## config.mk

```make
export PLATFORM = sky130hd
export DESIGN_NAME = one_wire_master_sequencer
export DESIGN_NICKNAME = d
export VERILOG_FILES = /design/src/rtl/ows_pkg.sv /design/src/rtl/one_wire_master_sequencer.sv /design/src/rtl/ows_cfg_regs.sv /design/src/rtl/ows_step.sv
export SDC_FILE = /design/constraint.sdc
export NUM_CORES = 1
export LEC_CHECK = 0
export BUFFER_PORTS_ARGS = -buffer_cell sky130_fd_sc_hd__buf_2
export CORE_AREA = 5 5 141 143
export DETAILED_ROUTE_END_ITERATION = 10
export DIE_AREA = 0 0 146 148
export PLACE_DENSITY = 0.63
export SLEW_MARGIN = 20
export SYNTH_ARGS = -nofsm -noshare
export SYNTH_HDL_FRONTEND = slang
export SYNTH_SLANG_ARGS = --single-unit
```

## constraint.sdc

```tcl
create_clock -name i_clk -period 9.43 [get_ports i_clk]
set_input_delay 1.4145 -clock i_clk [delete_from_list [all_inputs] [get_ports i_clk]]
set_output_delay 1.4145 -clock i_clk [all_outputs]
set_load 0.005 [all_outputs]
```

## src/rtl/ows_pkg.sv

```systemverilog
`default_nettype none

package ows_pkg;

    localparam int unsigned TIMER_W        = 10;
    localparam int unsigned PRESENCE_TRIES = 4;
    localparam int unsigned READ_LOW_TICKS = 2;

    // command codes
    localparam logic [2:0] CMD_NONE       = 3'd0;
    localparam logic [2:0] CMD_RESET      = 3'd1;
    localparam logic [2:0] CMD_WRITE_BYTE = 3'd2;
    localparam logic [2:0] CMD_READ_BYTE  = 3'd3;
    localparam logic [2:0] CMD_READ_BIT   = 3'd4;
    localparam logic [2:0] CMD_WRITE_BIT  = 3'd5;

    // configuration register indexes
    localparam logic [2:0] CFG_RESET_LOW     = 3'd0;
    localparam logic [2:0] CFG_PRES_INTERVAL = 3'd1;
    localparam logic [2:0] CFG_PRES_RECOVERY = 3'd2;
    localparam logic [2:0] CFG_W0_LOW        = 3'd3;
    localparam logic [2:0] CFG_W1_LOW        = 3'd4;
    localparam logic [2:0] CFG_W1_TAIL       = 3'd5;
    localparam logic [2:0] CFG_RD_SAMPLE     = 3'd6;
    localparam logic [2:0] CFG_RD_TAIL       = 3'd7;

    typedef enum logic [3:0] {
        PH_IDLE      = 4'd0,
        PH_RST_LOW   = 4'd1,
        PH_PRES_WAIT = 4'd2,
        PH_PRES_REC  = 4'd3,
        PH_W0_LOW    = 4'd4,
        PH_W1_LOW    = 4'd5,
        PH_W1_TAIL   = 4'd6,
        PH_RD_LOW    = 4'd7,
        PH_RD_WAIT   = 4'd8,
        PH_RD_TAIL   = 4'd9
    } t_phase;

    typedef struct packed {
        logic [9:0] reset_low_ticks;
        logic [7:0] presence_interval_ticks;
        logic [9:0] presence_recovery_ticks;
        logic [7:0] write_zero_low_ticks;
        logic [7:0] write_one_low_ticks;
        logic [7:0] write_one_tail_ticks;
        logic [7:0] read_sample_ticks;
        logic [7:0] read_tail_ticks;
    } t_cfg;

    typedef struct packed {
        logic       drive_low;
        logic       busy_res;
        logic       done_res;
        logic       presence;
        logic [7:0] read_data;
    } t_result;

    // a count of zero behaves as one
    function automatic logic [TIMER_W-1:0] span(input logic [TIMER_W-1:0] v);
        return (v == '0) ? TIMER_W'(1) : v;
    endfunction

endpackage

`default_nettype wire

```

## src/rtl/one_wire_master_sequencer.sv

```systemverilog
// One-wire bus master sequencer, advanced by one tick transfer.
// Input channel (i_in_valid / o_in_ready): one transfer per bus tick, carrying
//   the sampled line level and an optional command (reset with presence
//   detect, write bit/byte, read bit/byte). Commands while busy are dropped.
// Output channel (o_out_valid / i_out_ready): exactly one result transfer per
//   input transfer: drive_low for that tick, busy/done flags, the presence
//   result of the last reset and the last byte or bit read (LSB first).
// Timing: a tick is captured in an input register, stepped through the
//   sequencer logic and lands in the output register, where its result is
//   offered. One tick per cycle is sustained while the receiver takes
//   results, since the step from input register to output register is
//   combinational.
// Stall: when the receiver holds i_out_ready low with a result waiting, the
//   pipe holds; one more tick is still taken into the input register, then
//   o_in_ready drops until the result moves on.
// Reset (i_rst_n low, synchronous): sequencer idle, flags and read data
//   cleared, timing registers back to their defaults, both stages empty.
// Config: i_cfg_we writes register i_cfg_index with i_cfg_data at once;
//   write only while no command is running.
`default_nettype none

module one_wire_master_sequencer (
    input  wire logic        i_clk,
    input  wire logic        i_rst_n,
    // tick input
    input  wire logic        i_in_valid,
    output wire logic        o_in_ready,
    input  wire logic [2:0]  i_command,
    input  wire logic [7:0]  i_write_data,
    input  wire logic        i_bus_level,
    // result output
    output wire logic        o_out_valid,
    input  wire logic        i_out_ready,
    output wire logic        o_drive_low,
    output wire logic        o_busy_res,
    output wire logic        o_done_res,
    output wire logic        o_presence,
    output wire logic [7:0]  o_read_data,
    // configuration
    input  wire logic        i_cfg_we,
    input  wire logic [2:0]  i_cfg_index,
    input  wire logic [9:0]  i_cfg_data
);
    import ows_pkg::*;

    // input stage
    logic        r_in_valid;
    logic [2:0]  r_command;
    logic [7:0]  r_write_data;
    logic        r_bus_level;

    // output stage
    logic        r_out_valid;
    t_result     r_result;

    t_cfg        cfg;
    t_result     step_result;
    logic        advance;
    logic        in_ready;

    // step the held tick when the output slot is free or draining
    assign advance  = r_in_valid && (!r_out_valid || i_out_ready);
    assign in_ready = !r_in_valid || advance;

    always_ff @(posedge i_clk) begin
        if (!i_rst_n) begin
            r_in_valid <= 1'b0;
        end else if (in_ready) begin
            r_in_valid <= i_in_valid;
        end
    end

    always_ff @(posedge i_clk) begin
        if (in_ready && i_in_valid) begin
            r_command    <= i_command;
            r_write_data <= i_write_data;
            r_bus_level  <= i_bus_level;
        end
    end

    ows_cfg_regs u_cfg (
        .i_clk       (i_clk),
        .i_rst_n     (i_rst_n),
        .i_cfg_we    (i_cfg_we),
        .i_cfg_index (i_cfg_index),
        .i_cfg_data  (i_cfg_data),
        .o_cfg       (cfg)
    );

    ows_step u_step (
        .i_clk        (i_clk),
        .i_rst_n      (i_rst_n),
        .i_advance    (advance),
        .i_command    (r_command),
        .i_write_data (r_write_data),
        .i_bus_level  (r_bus_level),
        .i_cfg        (cfg),
        .o_result     (step_result)
    );

    always_ff @(posedge i_clk) begin
        if (!i_rst_n) begin
            r_out_valid <= 1'b0;
        end else if (advance) begin
            r_out_valid <= 1'b1;
        end else if (i_out_ready) begin
            r_out_valid <= 1'b0;
        end
    end

    always_ff @(posedge i_clk) begin
        if (advance) begin
            r_result <= step_result;
        end
    end

    assign o_in_ready  = in_ready;
    assign o_out_valid = r_out_valid;
    assign o_drive_low = r_result.drive_low;
    assign o_busy_res  = r_result.busy_res;
    assign o_done_res  = r_result.done_res;
    assign o_presence  = r_result.presence;
    assign o_read_data = r_result.read_data;

endmodule

`default_nettype wire

```

## src/rtl/ows_cfg_regs.sv

```systemverilog
`default_nettype none

module ows_cfg_regs (
    input  wire logic         i_clk,
    input  wire logic         i_rst_n,
    input  wire logic         i_cfg_we,
    input  wire logic [2:0]   i_cfg_index,
    input  wire logic [9:0]   i_cfg_data,
    output ows_pkg::t_cfg     o_cfg
);
    import ows_pkg::*;

    t_cfg r_cfg;

    always_ff @(posedge i_clk) begin
        if (!i_rst_n) begin
            r_cfg.reset_low_ticks         <= 10'd480;
            r_cfg.presence_interval_ticks <= 8'd60;
            r_cfg.presence_recovery_ticks <= 10'd420;
            r_cfg.write_zero_low_ticks    <= 8'd60;
            r_cfg.write_one_low_ticks     <= 8'd5;
            r_cfg.write_one_tail_ticks    <= 8'd60;
            r_cfg.read_sample_ticks       <= 8'd10;
            r_cfg.read_tail_ticks         <= 8'd70;
        end else if (i_cfg_we) begin
            unique case (i_cfg_index)
                CFG_RESET_LOW:     r_cfg.reset_low_ticks         <= i_cfg_data;
                CFG_PRES_INTERVAL: r_cfg.presence_interval_ticks <= i_cfg_data[7:0];
                CFG_PRES_RECOVERY: r_cfg.presence_recovery_ticks <= i_cfg_data;
                CFG_W0_LOW:        r_cfg.write_zero_low_ticks    <= i_cfg_data[7:0];
                CFG_W1_LOW:        r_cfg.write_one_low_ticks     <= i_cfg_data[7:0];
                CFG_W1_TAIL:       r_cfg.write_one_tail_ticks    <= i_cfg_data[7:0];
                CFG_RD_SAMPLE:     r_cfg.read_sample_ticks       <= i_cfg_data[7:0];
                CFG_RD_TAIL:       r_cfg.read_tail_ticks         <= i_cfg_data[7:0];
                default:           r_cfg <= r_cfg;
            endcase
        end
    end

    assign o_cfg = r_cfg;

endmodule

`default_nettype wire

```

## src/rtl/ows_step.sv

```systemverilog
`default_nettype none

// One tick of the bus sequencer: next state and this tick's result.
module ows_step (
    input  wire logic         i_clk,
    input  wire logic         i_rst_n,
    input  wire logic         i_advance,
    input  wire logic [2:0]   i_command,
    input  wire logic [7:0]   i_write_data,
    input  wire logic         i_bus_level,
    input  wire ows_pkg::t_cfg i_cfg,
    output ows_pkg::t_result  o_result
);
    import ows_pkg::*;

    t_phase       r_phase,  n_phase;
    logic [9:0]   r_timer,  n_timer;
    logic [3:0]   r_bitcnt, n_bitcnt;
    logic [7:0]   r_shift,  n_shift;
    logic [2:0]   r_tries,  n_tries;
    logic         r_pres,   n_pres;
    logic [7:0]   r_rdata,  n_rdata;
    logic         r_bmode,  n_bmode;

    logic         drive;
    logic         busy;
    logic         done;

    always_comb begin
        n_phase  = r_phase;
        n_timer  = r_timer;
        n_bitcnt = r_bitcnt;
        n_shift  = r_shift;
        n_tries  = r_tries;
        n_pres   = r_pres;
        n_rdata  = r_rdata;
        n_bmode  = r_bmode;
        drive    = 1'b0;
        busy     = 1'b0;
        done     = 1'b0;

        // command start, only from idle
        if (r_phase == PH_IDLE && i_command >= CMD_RESET && i_command <= CMD_WRITE_BIT) begin
            n_bitcnt = '0;
            if (i_command == CMD_RESET) begin
                n_pres  = 1'b0;
                n_tries = '0;
                n_phase = PH_RST_LOW;
                n_timer = span(i_cfg.reset_low_ticks);
            end else if (i_command == CMD_WRITE_BYTE || i_command == CMD_WRITE_BIT) begin
                n_bmode = (i_command == CMD_WRITE_BYTE);
                n_shift = n_bmode ? i_write_data : {7'd0, i_write_data[0]};
                if (n_shift[0]) begin
                    n_phase = PH_W1_LOW;
                    n_timer = span({2'd0, i_cfg.write_one_low_ticks});
                end else begin
                    n_phase = PH_W0_LOW;
                    n_timer = span({2'd0, i_cfg.write_zero_low_ticks});
                end
            end else begin
                n_bmode = (i_command == CMD_READ_BYTE);
                n_shift = '0;
                n_phase = PH_RD_LOW;
                n_timer = 10'(READ_LOW_TICKS);
            end
        end

        if (n_phase != PH_IDLE) begin
            busy  = 1'b1;
            drive = (n_phase == PH_RST_LOW) || (n_phase == PH_W0_LOW) ||
                    (n_phase == PH_W1_LOW) || (n_phase == PH_RD_LOW);
            n_timer = (n_timer != '0) ? n_timer - 10'd1 : '0;
            if (n_timer == '0) begin
                unique case (n_phase)
                    PH_RST_LOW: begin
                        n_phase = PH_PRES_WAIT;
                        n_timer = span({2'd0, i_cfg.presence_interval_ticks});
                    end
                    PH_PRES_WAIT: begin
                        if (!i_bus_level) begin
                            n_pres  = 1'b1;
                            n_phase = PH_PRES_REC;
                            n_timer = span(i_cfg.presence_recovery_ticks);
                        end else begin
                            n_tries = n_tries + 3'd1;
                            if (n_tries >= 3'(PRESENCE_TRIES)) begin
                                n_phase = PH_IDLE;
                                done    = 1'b1;
                            end else begin
                                n_phase = PH_PRES_WAIT;
                                n_timer = span({2'd0, i_cfg.presence_interval_ticks});
                            end
                        end
                    end
                    PH_PRES_REC: begin
                        n_phase = PH_IDLE;
                        done    = 1'b1;
                    end
                    PH_W0_LOW, PH_W1_TAIL: begin
                        n_bitcnt = n_bitcnt + 4'd1;
                        n_shift  = {1'b0, n_shift[7:1]};
                        if (!n_bmode || n_bitcnt[3]) begin
                            n_phase = PH_IDLE;
                            n_timer = '0;
                            done    = 1'b1;
                        end else if (n_shift[0]) begin
                            n_phase = PH_W1_LOW;
                            n_timer = span({2'd0, i_cfg.write_one_low_ticks});
                        end else begin
                            n_phase = PH_W0_LOW;
                            n_timer = span({2'd0, i_cfg.write_zero_low_ticks});
                        end
                    end
                    PH_W1_LOW: begin
                        n_phase = PH_W1_TAIL;
                        n_timer = span({2'd0, i_cfg.write_one_tail_ticks});
                    end
                    PH_RD_LOW: begin
                        n_phase = PH_RD_WAIT;
                        n_timer = span({2'd0, i_cfg.read_sample_ticks});
                    end
                    PH_RD_WAIT: begin
                        n_shift = n_bmode ? {i_bus_level, n_shift[7:1]}
                                          : {7'd0, i_bus_level};
                        n_phase = PH_RD_TAIL;
                        n_timer = span({2'd0, i_cfg.read_tail_ticks});
                    end
                    PH_RD_TAIL: begin
                        n_bitcnt = n_bitcnt + 4'd1;
                        if (!n_bmode || n_bitcnt[3]) begin
                            n_rdata = n_shift;
                            n_phase = PH_IDLE;
                            n_timer = '0;
                            done    = 1'b1;
                        end else begin
                            n_phase = PH_RD_LOW;
                            n_timer = 10'(READ_LOW_TICKS);
                        end
                    end
                    default: n_phase = PH_IDLE;
                endcase
            end
        end
    end

    always_ff @(posedge i_clk) begin
        if (!i_rst_n) begin
            r_phase  <= PH_IDLE;
            r_timer  <= '0;
            r_bitcnt <= '0;
            r_shift  <= '0;
            r_tries  <= '0;
            r_pres   <= 1'b0;
            r_rdata  <= '0;
            r_bmode  <= 1'b0;
        end else if (i_advance) begin
            r_phase  <= n_phase;
            r_timer  <= n_timer;
            r_bitcnt <= n_bitcnt;
            r_shift  <= n_shift;
            r_tries  <= n_tries;
            r_pres   <= n_pres;
            r_rdata  <= n_rdata;
            r_bmode  <= n_bmode;
        end
    end

    assign o_result.drive_low = drive;
    assign o_result.busy_res  = busy;
    assign o_result.done_res  = done;
    assign o_result.presence  = n_pres;
    assign o_result.read_data = n_rdata;

endmodule

`default_nettype wire
```

==> parameters.txt, run 1 <==
Parameter                              Value

Placement
  Cell area reported after detailed placement    ~0.0075 sq mm
  Placed Cells    approximately 1100
  Number of input and output port buffers inserted    43
  Detailed Place HPWL    about 15 mm
  Worst slack, placed    4.308 ns
  Routability congestion estimate from global placement    about 0.95

Worst setup path
  Path length in cells of the critical path    14
  Series of cell instances along the critical path    nor4_2 > buf_4 > nand2_1 > o2bb2ai_1 > or3_1 > inv_1 > ha_1 > nand2_1 > or3b_4 > nor3_1 > o311ai_1 > nor4_2 > nand2_1 > mux2i_1
  Critical setup path kind    reg -> reg
  Critical path data arrival time    ~5.6 ns
  Crit-path leading delay family    simple AND/OR/NAND/NOR gates
  Required time reported for the critical path endpoint    roughly 9.8 ns
  Worst setup EP type    flop
  Biggest fanout along the worst timing path    15
  Largest stage delay on the critical path    ~1 ns
  Worst path buffer plus inverter count    2
  Cell mode on critical path    sky130_fd_sc_hd__nand2_1
  Startpoint type of the worst setup path    flop
  Slowest-stage cell, CP    sky130_fd_sc_hd__nor4_2
  Length in cells of the worst reg-to-reg path    14

Yosys
  Mean area per synthesized cell    approximately 8 sq um
  Synth warn    0
  Register bit count reported by yosys    between 100 and 150
  Xor/xnor cell area share of the yosys netlist    less than 1%
  Post-synth net total    approximately 940
  Post-synth ARST share    0%
  Largest family of logic cells by synthesized area    simple AND/OR/NAND/NOR gates
  Synthesized area    slightly above 0.007 sq mm
  Compound-Gate Fraction of Synth Area    about a fifth
  Number of synthesized flops with an enable pin    24
  Basic-gate share of the synthesized area counting and, or, nand and nor cells    between 20 and 30%
  Number of standard cells after synthesis    roughly 900
  Most frequently used flop master after synthesis    sky130_fd_sc_hd__dfxtp_1
  Multiplexer area fraction after synthesis    4.895%
  Synthesized-area fraction occupied by adder cells    less than 1%
  Post-synthesis sequential area ratio    about two fifths
  Number of unique standard cell types used by synthesis    75

Global route
  Aggregate global routing overflow    0
  Total routing resource utilization after global routing    around a fifth
  Global-route wire length before repair    about 34 mm
  Antenna violations before repair    0
  Maximum number of pins on one net before global-route repair    76
  Vias in the first global route    ~6200

Timing
  Post-route worst hold slack    0.4597 ns
  Final Critical Period    around 5.2 ns
  Final setup violating endpoints    0
  Highest Clock Rate    191.5 MHz
  Final setup TNS    0 ns
  Max-slew violations    0
  Period utilisation layout    between 50 and 60%
  Final Hold Fails    0
  Slew headroom    27.32%
  Final WS setup    ~4.2 ns
  Clock skew    between 0.009 and 0.01 ns
  Actual slew at the worst max-slew pin    ~1.1 ns
  Setup repair after global routing missed its margin    no

Drt
  Number of remaining DRC errors    0
  Post-Route WL    21.57 mm
  Count of TritonRoute iterations in the first routing pass    5
  Detailed-route via count    6843
  Detailed-route vias per instance    5.899
  Wire length per cell    about 19 um
  DR iter-0 viols    640
  Residual antenna-violating net count after detailed routing    0

Clocking
  Number of gates given a new drive strength after cts    0
  Clock root buffer master    sky130_fd_sc_hd__clkbuf_16
  Clock slew at the register clock pins of the worst setup and hold paths    approximately 0.06 ns
  Total clock buffers created by CTS    17
  Source-to-sink clock delay at the later pin of the worst-skew pair    ~0.44 ns
  CTS tree    built
  Num Clock Sinks    between 100 and 150
  Number of hold-repair buffers added at the cts stage    0
  Maximum number of buffers from clock root to sink    2
  Htree depth    4
  Post-CTS repair timing setup buffer count    0

Job
  Max-cap violations    0

Die
  Number of ports placed on the die boundary    44
  Number of core rows    50
  Die Height    approximately 150 um
  Starting Density    between 30% and 40%
  Horizontal die dimension    around 150 um
  Core Footprint    0.01846 sq mm
  Area of the die    0.02161 sq mm

Finish
  Total number of nets in the final design    around 950
  Antenna cells    0
  Growth of design area from synthesis to finish    13.01%
  Final core occ    a little over two fifths
  Final standard cell area without fillers    slightly above 0.008 sq mm
  Number of cells in the finished layout apart from fillers    approximately 1200
  Layout cells sized above 1    between 10% and 20%

Hold path
  Number of cells on the worst hold path    2
  Type of the most critical hold path    reg -> reg

Status
  Result of the run    finished clean

Power and ir drop
  Leakage dissipation    between 2 and 3 nW
  Power density of the placed cells    slightly below 200 mW/mm^2
  Worst vdd ir    0.0001443 V
  Final Power    between 1.5 and 2 mW
## Yosys cell counts (13+ instances only)
cell                       instances  share of area [%]
sky130_fd_sc_hd__a21oi_1          67                4.7
sky130_fd_sc_hd__clkbuf_1         42                2.2
sky130_fd_sc_hd__dfxtp_1         109                 30
sky130_fd_sc_hd__edfxtp_1         24                 10
sky130_fd_sc_hd__inv_1            13               0.68
sky130_fd_sc_hd__mux2_2           17                2.7
sky130_fd_sc_hd__mux2i_1          16                2.2
sky130_fd_sc_hd__nand2_1         207                 11
sky130_fd_sc_hd__nand3_1          58                4.0
sky130_fd_sc_hd__nor2_1           41                2.1
sky130_fd_sc_hd__nor3_1           22                1.5
sky130_fd_sc_hd__o211ai_1         19                2.0
sky130_fd_sc_hd__o21ai_0          43                3.0
sky130_fd_sc_hd__or3_1            13                1.1
## logic make-up after synthesis
family	count (synthesis)
AOI/OAI and AO/OA	225
xor gates and xnor gates	6
adders and majority gates	5
buffers and inverters	73
DFF	133
muxes	33
and+or+nand+nor	426
## worst paths after layout
check	startpoint	end	slack [ns]
worst max-delay path	u_step.r_phase[0]$_SDFFE_PN0P_	u_step.r_rdata[4]$_SDFFE_PN0P_	4.21
worst min-delay path	u_cfg.o_cfg[16]$_SDFFE_PN0P_	u_cfg.o_cfg[16]$_SDFFE_PN0P_	0.46
worst max register to register	u_step.r_phase[0]$_SDFFE_PN0P_	u_step.r_rdata[4]$_SDFFE_PN0P_	4.21
worst min register to register	u_cfg.o_cfg[16]$_SDFFE_PN0P_	u_cfg.o_cfg[16]$_SDFFE_PN0P_	0.46
## power breakdown
group          switching (mW)  total [mW]  internal, mW  leakage (nW)
clock network           0.278       0.671         0.392         0.289
registers              0.0219       0.622         0.600          1.12
logic                   0.196       0.289        0.0930          1.59
total                   0.496        1.58          1.08          3.00
## layout make-up
cell class	count	area [sq um]
Clock buffer	19	464.2
Clock inverter	13	132.6
Fill cell	1849	10340
Inverter	14	52.55
Multi-Input combinational cell	695	3990
Sequential cell	133	2903
Tap cell	234	292.8
Timing Repair Buffer	52	282.8
## worst register-to-register path, delay by kind of cell (launching register included)
family | cells | cell delay [ns]
simple gates | 8 | 3.33
buf+inv | 2 | 0.40
compound gates | 2 | 0.52
mux | 1 | 0.31
fa+ha+maj | 1 | 0.20
flops | 1 | 0.37
## sequential cells by signal, indices dropped and copies added (netlist names), 3 cells and up
| name | cells |
|---|---|
| u_cfg.o_cfg | 68 |
| u_step.r_timer | 10 |
| o_read_data | 8 |
| r_write_data | 8 |
| u_step.r_rdata | 8 |
| u_step.r_shift | 8 |
| u_step.r_bitcnt | 4 |
| u_step.r_phase | 4 |
| r_command | 3 |
| u_step.r_tries | 3 |
## metal layers
metal  GRT usage (%)  vias to the layer above  part of all wire (%)
met5               0                        -                     0
met4           8.984                        0                   3.1
met3           4.047                       43                   5.0
met2           31.05                      241                    47
met1           26.69                     3235                    45
li1                -                     3324                     -
## cells in the final DEF (no fill, tap or decap), drive strengths merged, types with 10 or more instances in the layout
master  synthesis  final
a21oi          67     67
a31oi          10     10
inv            13     19
nand2b         11     11
o21ai          43     43
buf            10     52
nor4           13     13
o211ai         20     20
edfxtp         24     24
or4            10     10
nand2         208    208
nor2           41     41
dfxtp         109    109
nand3          58     58
mux2           17     17
or3            13     13
nor3           23     23
mux2i          16     16
clkbuf         49     19
(Power assumes the default switching activity.)
==> inputs of run 2 (changes only) <==
--- a/config.mk
+++ b/config.mk
@@ -9,7 +9,7 @@
 export CORE_AREA = 5 5 141 143
 export DETAILED_ROUTE_END_ITERATION = 10
 export DIE_AREA = 0 0 146 148
-export PLACE_DENSITY = 0.63
+export PLACE_DENSITY = 0.65
 export SLEW_MARGIN = 20
 export SYNTH_ARGS = -nofsm -noshare
 export SYNTH_HDL_FRONTEND = slang
==> constraint.sdc (replaced) <==
create_clock -name i_clk -period 4.5 [get_ports i_clk]
set_input_delay 0.675 -clock i_clk [delete_from_list [all_inputs] [get_ports i_clk]]
set_output_delay 0.675 -clock i_clk [all_outputs]
set_load 0.005 [all_outputs]
==> run 2 against run 1 <==
Net effect: non-clock buffer count grew 21; die area unchanged; flip-flop and latch count is the same; critical path depth down 2; maximum frequency rose by 24%; largest cell class unchanged; clock-buffer cell count stayed put; power up 110%; sequential share of layout area down 0.61 points; largest power group unchanged; routed wire length up 2.4%; worst setup slack lost 3.9 ns.
==> parameters.txt, run 2 (synthesized netlist as in run 1, its figures left out) <==
Parameter                              Value

Timing
  Final setup violating endpoints    0
  Period utilisation layout    roughly 94%
  Highest Clock Rate    between 200 and 250 MHz
  Slew headroom    between 40% and 50%
  Clock skew    0.01077 ns
  Final Critical Period    approximately 4.2 ns
  Final setup TNS    0 ns
  Final Hold Fails    0
  Actual slew at the worst max-slew pin    slightly above 0.8 ns
  Max-slew violations    0
  Final WS setup    0.2793 ns
  Setup repair after global routing missed its margin    no

Finish
  Total number of nets in the final design    approximately 970
  Growth of design area from synthesis to finish    14.96%
  Max FFs per register    between 60 and 70
  Antenna cells    0
  Layout cells sized above 1    14.78%
  Fill count    1807
  Leading cell type in the layout, fill and taps excluded    sky130_fd_sc_hd__nand2_1
  Leading cell types in the layout, fill and taps excluded    sky130_fd_sc_hd__nand2_1 (207), sky130_fd_sc_hd__dfxtp_1 (109), sky130_fd_sc_hd__a21oi_1 (67)

Power and ir drop
  Leakage dissipation    3.101 nW
  Relative contribution of the clock network to total power    around 42%
  Proportion of power drawn by flip-flops and latches    between 30 and 40%
  Switching power as a share of total power    a little under a third
  Worst vdd ir    ~0.00027 V
  Net switching power    approximately 1.1 mW
  Final Power    about 3.3 mW
  Relative contribution of combinational cells to total power    about a fifth
  Power density of the placed cells    between 400 and 500 mW/mm^2
  Internal power    ~2.3 mW

Job
  Max-cap violations    0

Clocking
  Htree depth    4
  Num Clock Sinks    approximately 130
  Clock root buffer master    sky130_fd_sc_hd__clkbuf_16
  Maximum number of buffers from clock root to sink    2
  Number of gates given a new drive strength after cts    0
  Clock slew at the register clock pins of the worst setup and hold paths    about 0.060 ns
  Number of hold-repair buffers added at the cts stage    0
  Source-to-sink clock delay at the later pin of the worst-skew pair    roughly 0.43 ns
  Total clock buffers created by CTS    17
  Post-CTS repair timing setup buffer count    0
  CTS tree    built

Drt
  Detailed-route via count    between 6000 and 7000
  Detailed-route vias per instance    a little under 6
  Post-Route WL    22.08 mm
  Count of TritonRoute iterations in the first routing pass    6
  Wire length per cell    approximately 19 um
  Number of remaining DRC errors    0
  DR iter-0 viols    between 800 and 900
  Residual antenna-violating net count after detailed routing    0

Global route
  Maximum number of pins on one net before global-route repair    between 40 and 50
  Total routing resource utilization after global routing    between 20% and 30%
  Aggregate global routing overflow    0
  Global-route wire length before repair    35.54 mm
  Antenna violations before repair    0
  Vias in the first global route    approximately 6500

Status
  Result of the run    finished clean

Worst setup path
  Worst setup EP type    flop
  Largest stage delay on the critical path    around 0.65 ns
  Critical path data arrival time    approximately 4.4 ns
  Crit-path leading delay family    simple AND/OR/NAND/NOR gates
  Worst path buffer plus inverter count    0
  Critical setup path kind    reg -> reg
  Reg2Reg Setup Slack    ~0.28 ns
  Slowest-stage cell, CP    sky130_fd_sc_hd__edfxtp_1
  Path length in cells of the critical path    12
  Reg-to-reg startpoint    r_command[1]$_DFFE_PP_
  Series of cell instances along the critical path    or3b_2 > nor2_1 > o2111a_1 > or2_2 > ha_1 > nand2_1 > or3b_4 > nor4_4 > o211ai_2 > or3_1 > nor3_4 > mux2_2
  Biggest fanout along the worst timing path    17
  Startpoint type of the worst setup path    flop
  Required time reported for the critical path endpoint    ~4.7 ns
  Startpoint of the most critical setup path    r_command[1]$_DFFE_PP_
  Critical register-to-register path endpoint    o_read_data[3]$_DFFE_PP_
  Length in cells of the worst reg-to-reg path    12
  Setup crit end    o_read_data[3]$_DFFE_PP_

Die
  Horizontal die dimension    146 um
  Number of ports placed on the die boundary    44
  Starting Density    between 30 and 40%
  Core Footprint    roughly 0.018 sq mm
  Die Height    148 um
  Area of the die    0.02161 sq mm
  Number of core rows    50

Hold path
  Type of the most critical hold path    in -> reg

Placement
  Worst slack, placed    ~0.33 ns
  Detailed Place HPWL    about 16 mm
  Number of input and output port buffers inserted    43
  Routability congestion estimate from global placement    between 0.9 and 1
## run 2: cell type report
type | instances | area [sq um] | share of cell area, %
Timing Repair Buffer | 73 | 440.4 | 5.333
Multi-Input combinational cell | 695 | 3985 | 48.26
Clock buffer | 19 | 452.9 | 5.485
Clock inverter | 13 | 131.4 | 1.591
Sequential cell | 133 | 2903 | 35.15
Inverter | 14 | 52.55 | 0.6364
Tap cell | 234 | 292.8 | 3.545
## run 2: metrics by stage
stage	instances	util (%)	hold slack (ns)	cell area, sq um
after floorplan	901	-	0.4332	7183
after global placement	1149	41.58	0.4434	7674
after detailed placement	1149	41.58	0.4519	7674
after CTS	1181	44.75	0.4059	8258
after global routing	1181	44.75	0.4063	8258
final	1181	44.75	0.4173	8258
## run 2: routing by layer
metal	wire (um)	global-route usage [%]	part of all wire (%)
met1	9896	26.93	45
met5	0	0	0
met3	1242	4.047	5.6
met4	517	6.914	2.3
met2	10430	33.66	47
## run 2: worst reg2reg max path, stage by stage (launching register included)
cell and delay [ns]:
sky130_fd_sc_hd__edfxtp_1 0.65, sky130_fd_sc_hd__or3b_2 0.54, sky130_fd_sc_hd__nor2_1 0.12, sky130_fd_sc_hd__o2111a_1 0.20, sky130_fd_sc_hd__or2_2 0.16, sky130_fd_sc_hd__ha_1 0.19, sky130_fd_sc_hd__nand2_1 0.09, sky130_fd_sc_hd__or3b_4 0.42
sky130_fd_sc_hd__nor4_4 0.30, sky130_fd_sc_hd__o211ai_2 0.16, sky130_fd_sc_hd__or3_1 0.41, sky130_fd_sc_hd__nor3_4 0.35, sky130_fd_sc_hd__mux2_2 0.39
## run 2: power groups by stage
stage          clock (mW)  sequential, mW  combinational, mW
2_1_floorplan           0            1.30              0.448
3_3_place_gp            0            1.32              0.648
3_5_place_dp            0            1.32              0.645
4_1_cts              1.40            1.30              0.649
5_1_grt              1.47            1.30              0.718
6_report             1.39            1.30              0.660
## run 2: how the worst min path moves through the flow
stage	endpoint	cells past startpoint	start	slack, ns
global placement	u_step.r_rdata[2]$_SDFFE_PN0P_	2	u_step.r_rdata[2]$_SDFFE_PN0P_	0.44
detailed placement	u_step.r_rdata[0]$_SDFFE_PN0P_	2	u_step.r_rdata[0]$_SDFFE_PN0P_	0.45
global route	r_write_data[2]$_DFFE_PP_	1	i_write_data[2]	0.41
floorplan	u_cfg.o_cfg[0]$_SDFFE_PN0P_	2	u_cfg.o_cfg[0]$_SDFFE_PN0P_	0.43
finish	r_write_data[3]$_DFFE_PP_	1	i_write_data[3]	0.42
CTS	r_write_data[0]$_DFFE_PP_	1	i_write_data[0]	0.41
==> inputs of run 3 (changes only) <==
--- a/config.mk
+++ b/config.mk
@@ -9,7 +9,7 @@
 export CORE_AREA = 5 5 141 143
 export DETAILED_ROUTE_END_ITERATION = 10
 export DIE_AREA = 0 0 146 148
-export PLACE_DENSITY = 0.65
+export PLACE_DENSITY_LB_ADDON = 0.08
 export SLEW_MARGIN = 20
 export SYNTH_ARGS = -nofsm -noshare
 export SYNTH_HDL_FRONTEND = slang
==> run 3 against run 2 <==
Net effect: non-clock buffer count increased by 3; die area stayed put; sequential power hardly changed; critical path type unchanged; largest cell class unchanged; largest power group unchanged; highest routed layer unchanged.
==> parameters.txt, run 3 (synthesized netlist as in run 1, its figures left out) <==
Parameter                              Value

Worst setup path
  Startpoint type of the worst setup path    flop
  Critical path data arrival time    4.36 ns
  Worst setup EP type    flop
  Critical setup path kind    reg -> reg
  Biggest fanout along the worst timing path    12
  Required time reported for the critical path endpoint    4.68 ns

Finish
  Total number of nets in the final design    971
  Layout cells sized above 1    15.16%
  Final core occ    between 40% and 50%
  Antenna cells    0
  Growth of design area from synthesis to finish    15.35%
  Max FFs per register    68
  Leading cell type in the layout, fill and taps excluded    sky130_fd_sc_hd__nand2_1
  Number of cells in the finished layout apart from fillers    1184
  Leading cell types in the layout, fill and taps excluded    sky130_fd_sc_hd__nand2_1 (207), sky130_fd_sc_hd__dfxtp_1 (109), sky130_fd_sc_hd__a21oi_1 (67)

Timing
  Final Hold Fails    0
  Max-slew violations    0
  Setup repair after global routing missed its margin    no
  Final setup TNS    0 ns
  Final WS setup    around 0.32 ns
  Slew headroom    between 40 and 50%
  Clock skew    about 0.010 ns
  Final Critical Period    between 4 and 5 ns
  Period utilisation layout    around 93%
  Highest Clock Rate    roughly 240 MHz
  Post-route worst hold slack    around 0.42 ns
  Final setup violating endpoints    0
  Actual slew at the worst max-slew pin    0.7977 ns

Drt
  Detailed-route vias per instance    approximately 5.9
  Wire length per cell    slightly above 20 um
  Count of TritonRoute iterations in the first routing pass    5
  Detailed-route via count    ~7000
  Residual antenna-violating net count after detailed routing    0
  Post-Route WL    around 24 mm
  DR iter-0 viols    just under 700
  Number of remaining DRC errors    0

Power and ir drop
  Net switching power    1.086 mW
  Power density of the placed cells    approximately 410 mW/mm^2
  Switching power as a share of total power    around a third
  Relative contribution of the clock network to total power    41.1%
  Internal power    approximately 2.3 mW
  Leakage dissipation    roughly 3.1 nW
  Relative contribution of combinational cells to total power    about a fifth
  Proportion of power drawn by flip-flops and latches    between 30% and 40%
  Worst vdd ir    between 0.0002 and 0.0003 V

Die
  Number of core rows    50
  Die Height    148 um
  Core Footprint    around 0.018 sq mm
  Starting Density    38.92%
  Horizontal die dimension    roughly 150 um
  Area of the die    between 0.02 and 0.025 sq mm
  Number of ports placed on the die boundary    between 40 and 50

Hold path
  Type of the most critical hold path    in -> reg

Status
  Result of the run    finished clean

Global route
  Global-route wire length before repair    ~38 mm
  Total routing resource utilization after global routing    between 20% and 30%
  Maximum number of pins on one net before global-route repair    between 40 and 50
  Vias in the first global route    6778
  Aggregate global routing overflow    0
  Antenna violations before repair    0

Placement
  Detailed Place HPWL    ~18 mm
  Worst slack, placed    between 0.3 and 0.4 ns
  Placed Cells    around 1200
  Number of input and output port buffers inserted    43
  Routability congestion estimate from global placement    about 0.93

Clocking
  Clock slew at the register clock pins of the worst setup and hold paths    roughly 0.060 ns
  CTS tree    built
  Htree depth    4
  Num Clock Sinks    ~130
  Maximum number of buffers from clock root to sink    2
  Post-CTS repair timing setup buffer count    0
  Total clock buffers created by CTS    17
  Source-to-sink clock delay at the later pin of the worst-skew pair    around 0.43 ns
  Clock root buffer master    sky130_fd_sc_hd__clkbuf_16

Job
  Max-cap violations    0
## run 3: metrics by stage
step,total power [mW],cell area (sq um)
final,3.366,8285
after global routing,3.501,8285
after CTS,3.371,8278
after detailed placement,1.992,7696
after global placement,1.995,7696
after floorplan,1.752,7183
## run 3: power groups by stage
stage	combinational [mW]	sequential [mW]	clock (mW)
after floorplan	0.448	1.30	0
after global placement	0.675	1.32	0
after detailed placement	0.670	1.32	0
after CTS	0.673	1.30	1.40
after global routing	0.745	1.30	1.46
final	0.688	1.30	1.38
## run 3: final cells by class
| class | count | area, sq um |
|---|---|---|
| Fill cell | 1845 | 10170 |
| Multi-Input combinational cell | 695 | 3993 |
| Sequential cell | 133 | 2903 |
| Timing Repair Buffer | 76 | 462.9 |
| Clock buffer | 18 | 439.2 |
| Tap cell | 234 | 292.8 |
| Clock inverter | 14 | 142.6 |
| Inverter | 14 | 52.55 |
## run 3: repair_timing
action,4_1_cts,5_1_grt
setup endpoints to repair,0,5
gates resized for setup,0,1
hold buffers,0,0
## run 3: worst max-delay path, stage by stage (launching register included)
cell                       delay (ns)
sky130_fd_sc_hd__edfxtp_1        0.55
sky130_fd_sc_hd__or3b_2          0.54
sky130_fd_sc_hd__nor2_1          0.12
sky130_fd_sc_hd__o2111a_1        0.21
sky130_fd_sc_hd__or2_2           0.17
sky130_fd_sc_hd__ha_1            0.19
sky130_fd_sc_hd__nand2_1         0.09
sky130_fd_sc_hd__or3b_4          0.41
sky130_fd_sc_hd__nor4_4          0.31
sky130_fd_sc_hd__o211ai_2        0.17
sky130_fd_sc_hd__or3_1           0.41
sky130_fd_sc_hd__nor3_4          0.35
sky130_fd_sc_hd__mux2_2          0.39
## run 3: worst paths after layout
kind / start / end / slack (ns) / depth (start not counted)
setup / recovery: r_command[1]$_DFFE_PP_ / o_read_data[3]$_DFFE_PP_ / 0.32 / 12
hold reg to reg: u_step.r_rdata[3]$_SDFFE_PN0P_ / u_step.r_rdata[3]$_SDFFE_PN0P_ / 0.46 / 2
setup reg to reg: r_command[1]$_DFFE_PP_ / o_read_data[3]$_DFFE_PP_ / 0.32 / 12
hold / removal: i_write_data[5] / r_write_data[5]$_DFFE_PP_ / 0.42 / 1
## run 3: routing by layer
metal | wire [um] | part of all wire [%] | track usage [%] | up-vias
met3 | 1081 | 4.5 | 3.771 | 46
met1 | 10520 | 43 | 28.38 | 3382
met4 | 762 | 3.1 | 9.078 | 0
met2 | 11830 | 49 | 38.54 | 198
met5 | 0 | 0 | 0 | -
li1 | - | - | - | 3373
